===== src/sv/cdsd_pkg.sv =====
package cdsd_pkg;

	localparam int MAX_WIDTH_DEF = 1024;
	localparam int MAX_WINDOW_DEF = 7;
	localparam int MAX_DISP_DEF = 128;
	localparam int HEIGHT_TOP = 1024;
	localparam int QUEUE_DEPTH = 4;

	localparam logic [2:0] WINDOW_RESET = 3'd5;
	localparam logic [7:0] DISP_RESET = 8'd80;
	localparam logic [10:0] WIDTH_RESET = 11'd640;
	localparam logic [10:0] HEIGHT_RESET = 11'd480;

	localparam logic [1:0] REG_WINDOW = 2'd0;
	localparam logic [1:0] REG_DISP = 2'd1;
	localparam logic [1:0] REG_WIDTH = 2'd2;
	localparam logic [1:0] REG_HEIGHT = 2'd3;

	typedef struct packed {
		logic [2:0] window_size;
		logic [7:0] num_disparities;
		logic [10:0] image_width;
		logic [10:0] image_height;
	} cdsd_cfg_t;

	typedef enum logic [1:0] {
		F_IDLE,
		F_SHIFT,
		F_PUSH
	} front_state_t;

	typedef enum logic [2:0] {
		B_IDLE,
		B_SEARCH,
		B_DRAIN,
		B_DIVSET,
		B_DIV,
		B_OUT
	} back_state_t;

endpackage


===== src/sv/cdsd_queue.sv =====
module cdsd_queue #(
	parameter int WIDTH = 8,
	parameter int DEPTH = cdsd_pkg::QUEUE_DEPTH
) (
	input logic clk,
	input logic arst_n,
	input logic push_valid,
	output logic push_ready,
	input logic [WIDTH-1:0] push_data,
	output logic pop_valid,
	input logic pop_ready,
	output logic [WIDTH-1:0] pop_data
);

	localparam int AW = $clog2(DEPTH);
	localparam int CW = $clog2(DEPTH + 1);

	logic [WIDTH-1:0] mem_q [DEPTH];
	logic [AW-1:0] wp_q, rp_q;
	logic [CW-1:0] count_q;
	logic push, pop;

	assign push_ready = (count_q != CW'(DEPTH));
	assign pop_valid = (count_q != '0);
	assign pop_data = mem_q[rp_q];
	assign push = push_valid && push_ready;
	assign pop = pop_valid && pop_ready;

	always_ff @(posedge clk or negedge arst_n) begin
		if (!arst_n) begin
			wp_q <= '0;
			rp_q <= '0;
			count_q <= '0;
		end else begin
			if (push) wp_q <= (wp_q == AW'(DEPTH - 1)) ? '0 : wp_q + AW'(1);
			if (pop) rp_q <= (rp_q == AW'(DEPTH - 1)) ? '0 : rp_q + AW'(1);
			if (push && !pop) count_q <= count_q + CW'(1);
			else if (pop && !push) count_q <= count_q - CW'(1);
		end
	end

	always_ff @(posedge clk) begin
		if (push) mem_q[wp_q] <= push_data;
	end

endmodule


===== config.mk =====
export PLATFORM = sky130hd
export DESIGN_NAME = cdsd_queue
export DESIGN_NICKNAME = d
export VERILOG_FILES = /design/src/sv/cdsd_pkg.sv /design/src/sv/cdsd_queue.sv
export SDC_FILE = /design/constraint.sdc
export NUM_CORES = 1
export LEC_CHECK = 0
export BUFFER_PORTS_ARGS = -buffer_cell sky130_fd_sc_hd__buf_2
export CAP_MARGIN = 40
export CORE_MARGIN = 4
export CORE_UTILIZATION = 30
export DETAILED_ROUTE_END_ITERATION = 8
export SLEW_MARGIN = 15
export SYNTH_ARGS = -nofsm -noshare
export SYNTH_HDL_FRONTEND = slang
export SYNTH_SLANG_ARGS = --single-unit

===== constraint.sdc =====
create_clock -name clk -period 3.6 [get_ports clk]
set_clock_uncertainty 0.15 [all_clocks]
set_input_delay 0.72 -clock clk [delete_from_list [all_inputs] [get_ports clk]]
set_output_delay 0.72 -clock clk [all_outputs]
set_load 0.03 [all_outputs]

Word-level counts from Yosys, hierarchy flattened
Memory sizes are Yosys's and may differ from the RTL's.
Cells that the tools add are included.
{"block": "totals", "n_memories": 1, "ram_bits": 32, "output_inout_bits": 10, "register_bits": 7}
{"block": "op_classes", "n_reduce_logical": 8, "eq_ne": 3, "mux": 6, "n_addsub": 4}
{"memory": "mem_q", "depth": 4, "word_bits": 8, "read_ports": 1, "rd_clocked_by_memory_dff": 0, "write_ports": 1, "line_no": "cdsd_queue.sv:18", "text": "logic [WIDTH-1:0] mem_q [DEPTH];"}
{"cell": "$mux W3", "count": 2}
{"cell": "$add A2 B1 Y2 const B", "count": 2}
{"cell": "$eq A2 B2 Y1 const B", "count": 2}
{"cell": "$logic_and A1 B1 Y1", "count": 4}
{"cell": "$mux W2", "count": 2}
{"cell": "$add A3 B1 Y3 const B", "count": 1}
{"cell": "$ne A3 B3 Y1 const B", "count": 1}
{"cell": "$reduce_bool A3 Y1", "count": 1}
{"cell": "$sub A3 B1 Y3 const B", "count": 1}
{"cell": "$logic_not A1 Y1", "count": 2}
{"cell": "$mux W1", "count": 2}
{"cell": "$reduce_bool A2 Y1", "count": 1}

Longest topological paths before layout
{"block": "logic_depth", "ltp_word": 6, "depth_mapped": 8, "mapped_depth_nobuf": 8}

Least setup slack after synthesis
OpenSTA, ideal clock, no wires.
{"block": "synth_path", "path_kind": "input port to flip-flop", "start": "in push_valid", "end": "reg count_q[2]", "required_time_ns": 3.371, "stages": 7, "setup_slack_ns": 1.418, "arrival_time_ns": 1.953, "path_buffers": 0, "cell_sequence": "a21boi_2 -> ha_1 -> inv_1 -> fa_1 -> xor2_1 -> nor2_1 -> xor2_1"}
{"block": "synth_between", "elab_chain_len": 4}
{"item": "start: declaration", "line_no": "cdsd_queue.sv:7", "text": "input logic push_valid,"}
{"item": "$logic_and A1 B1 Y1 *", "line_no": "cdsd_queue.sv:26", "text": "assign push = push_valid && push_ready;"}
{"item": "$logic_not A1 Y1", "line_no": "cdsd_queue.sv:38", "text": "else if (pop && !push) count_q <= count_q - CW'(1);"}
{"item": "$logic_and A1 B1 Y1", "line_no": "cdsd_queue.sv:38"}
{"item": "$reduce_bool A2 Y1 (no line)"}
{"item": "end signal: assignment", "line_no": "cdsd_queue.sv:37", "text": "if (push && !pop) count_q <= count_q + CW'(1);"}
{"item": "end signal: assignment", "line_no": "cdsd_queue.sv:38"}
{"item": "end: declaration", "line_no": "cdsd_queue.sv:20", "text": "logic [CW-1:0] count_q;"}
Mark *: on every way between the ends. The rest lies on a longest branch, timed or not.
A chain may end at the register's enable or synchronous reset.

Worst setup path in the final report
{"block": "layout_path", "start": "reg rp_q[0]", "end": "out pop_data[7]"}
{"block": "layout_between", "elab_chain_len": 1}
{"item": "start: declaration", "line_no": "cdsd_queue.sv:19", "text": "logic [AW-1:0] wp_q, rp_q;"}
{"item": "start signal: assignment", "line_no": "cdsd_queue.sv:36", "text": "if (pop) rp_q <= (rp_q == AW'(DEPTH - 1)) ? '0 : rp_q + AW'(1);"}
{"item": "$mem_v2 Z4 W8"}
{"item": "end: declaration", "line_no": "cdsd_queue.sv:12", "text": "output logic [WIDTH-1:0] pop_data"}
Every way passes these cells.

==> metrics.md <==
| Metric | Value |
|---|---|
| VDD IR-drop max | 0.244 mV |
| CP Max Fanout | 11 |
| Largest net degree at the start of global routing | 14 |
| Worst Setup Path Type | reg -> out |
| Tcrit/Tclk final | 0.741 |
| Iter 0 DRT Violations | 37 |
| Final nets | 124 |
| CTS Buf Count | 5 |
| Vias in the first global route | 831 |
| Hold buffers post-CTS | 0 |
| H-tree depth | 2 |
| Die area | 6560 um2 |
| Clock sink total | 39 |
| Post-DR vias/cell | 4.34 |
| Total routed wirelength | 2.55 mm |
| Die width | 81.0 um |
| FF/Latch Area | 1140 um2 |
| Die Ht | 81.0 um |
| Worst r2r path cells | 8 |
| Worst setup EP type | output pin |
| Total Routing Usage GR | 0.0900 |
| Area of the mapped netlist | 1600 um2 |
| Fillers | 499 |
| Worst Max-Slew Pin Slew | 604 ps |
| Drt drc | 0 |
| Rel. slew slack | 0.597 |
| Netlist cell types | 18 |
| Final-report setup violation count | 0 |
| Antenna violations before repair | 0 |
| First-pass GRT wire length | 4.17 mm |
| Post-synthesis register bit count | 39 |
| Hold crit path type | in -> async |
| Multi-input logic area | 443 um2 |
| Syn Nets | 98 |
| Register area share after synthesis | 0.710 |
| Hold_ws | 112 ps |
| Fin crit period | 2670 ps |
| Required @ worst endpoint | 2730 ps |
| CTS Root Cell | clkbuf_8 |
| Setup ws final | 934 ps |
| Pre-CTS setup slack | 1150 ps |
| Detail Route Antenna Nets | 0 |
| Ys Warns | 0 |
| Area growth from synthesis to layout | 18.5% |
| Post-CTS Setup Bufs | 0 |
| Avg WL per Cell | 14.5 um |
| Fin. Hold Viols | 0 |
| Crit-path cells | mux4_2, buf_2 |
| Max_cap viols | 0 |
| Highest clock rate | 375 MHz |
| Worst Setup SP | rp_q[0] |
| Core Box Area | 5140 um2 |
| FF-to-FF Start | count_q[2] |
| Port Buf Inserts | 21 |
| Mean area per synthesized cell | 20.2 um2 |
| Leak | 0.703 nW |
| CTS tree | built |
| FP Rows | 26 |
| Fin Setup TNS | 0 ps |
| Grt ovf | 0 |
| Pre-antenna DRT Iters | 3 |
| Pwr Total | 1.64 mW |
| Critical Path Max Stage Delay | 730 ps |
| Clock Tree Buf Depth | 2 |
| Reg-to-reg endpoint | count_q[2] |
| Pwr dens | 863 nW/um2 |
| Worst-Skew Late Latency | 280 ps |
| Initial Util | 0.311 |
| Status | finished clean |
| Post-Syn Instances | 79 |
| Crit-path slowest cell | dfrtp_1 |
| Via count | 763 |
| PostCTS Resize Cnt | 0 |
| R2r setup slk | 1370 ps |
| RSZ-0062 raised after global routing | no |
| Io pins | 22 |
| Crit path launch type | register |
| Proportion of layout cells with a drive suffix above 1 | 0.425 |
| Slew Viols, Final | 0 |
| CP endpoint | pop_data[7] |
| Final Wtd Congestion | 0.654 |
| Crit path arrival time | 1800 ps |
| CTS clk-pin slew, worst paths | 70 ps |
| Diode count | 0 |
worst max-delay path: cells and delay by family (launching register included):
kind                   cells  cell delay [ps]
flip-flops                 1              730
multiplexers               1              590
buffers and inverters      1              190
power breakdown:
part	internal (mW)	total, mW	switching [mW]
combinational	0.255	0.565	0.310
clock	0.206	0.356	0.150
sequential	0.611	0.716	0.105
worst min path at each step:
stage	slack, ps	cells after the start	startpoint	end
floorplan	270	0	arst_n	count_q[0]
global placement	370	1	count_q[2]	count_q[2]
detailed placement	410	1	count_q[2]	count_q[2]
CTS	110	1	arst_n	count_q[2]
global route	100	1	arst_n	count_q[2]
finish	110	1	arst_n	rp_q[0]
final cells by class:
type	count	area share
repair buffers	21	0.0554
clock buffers	5	0.0363
well taps	70	0.0462
clock inverters	3	0.0231
flip-flops and latches	39	0.599
inverters	3	0.00594
multi-input cells	35	0.234
flip-flops by register name (all words and copies together), names as in the netlist:
| register | count |
|---|---|
| count_q | 3 |
| rp_q | 2 |
| wp_q | 2 |
| mem_q | 32 |
kinds of logic (layout without fill, tap and decap cells):
group,count (synthesis),count (layout),share of synthesized area
flops,39,39,0.710
mux,13,13,0.153
simple gates,11,11,0.0415
fa+ha+maj,7,7,0.0595
buf+inv,5,32,0.0125
xor+xnor,3,3,0.0164
compound gates,1,1,0.00704
cells in the mapped netlist:
| master | count | area (um2) |
|---|---|---|
| mux2_4 | 2 | 30.0 |
| ha_1 | 6 | 75.1 |
| edfxtp_1 | 32 | 961 |
| and2_1 | 4 | 25.0 |
| mux4_2 | 8 | 180 |
| xor2_1 | 2 | 17.5 |
| or3_4 | 1 | 11.3 |
| dfrtp_1 | 7 | 175 |
| nor2_1 | 4 | 15.0 |
| inv_1 | 3 | 11.3 |
| nand2_4 | 1 | 11.3 |
| clkbuf_1 | 1 | 3.75 |
| xnor2_1 | 1 | 8.76 |
| mux2_2 | 3 | 33.8 |
| nand2_1 | 1 | 3.75 |
| a21boi_2 | 1 | 11.3 |
| buf_2 | 1 | 5.00 |
| fa_1 | 1 | 20.0 |
per-stage QoR:
step | std cells | util | cell area (um2)
finish | 176 | 0.369 | 1900
global route | 176 | 0.369 | 1900
CTS | 176 | 0.369 | 1900
detailed placement | 168 | 0.347 | 1780
global placement | 168 | 0.347 | 1780
floorplan | 79 | - | 1600
routing by layer:
layer | track usage | up-vias | share of wire
li1 | - | 351 | -
met1 | 0.0991 | 388 | 0.42
met2 | 0.150 | 17 | 0.51
met3 | 0.0288 | 7 | 0.049
met4 | 0.0557 | 0 | 0.027
met5 | 0 | - | 0
cell usage in the layout, fill, tap and decap left out:
cell type | netlist | routed
bufinv_16 | 0 | 1
mux2_2 | 3 | 3
xor2_1 | 2 | 2
buf_2 | 1 | 21
and2_1 | 4 | 4
nand2_4 | 1 | 1
ha_1 | 6 | 6
clkinv_2 | 0 | 1
clkinv_4 | 0 | 1
or3_4 | 1 | 1
dfrtp_1 | 7 | 7
nand2_1 | 1 | 1
nor2_1 | 4 | 4
mux2_4 | 2 | 2
xnor2_1 | 1 | 1
clkbuf_8 | 0 | 5
fa_1 | 1 | 1
mux4_2 | 8 | 8
edfxtp_1 | 32 | 32
a21boi_2 | 1 | 1
inv_1 | 3 | 3
Note: power is estimated with default switching activity, not from simulation.
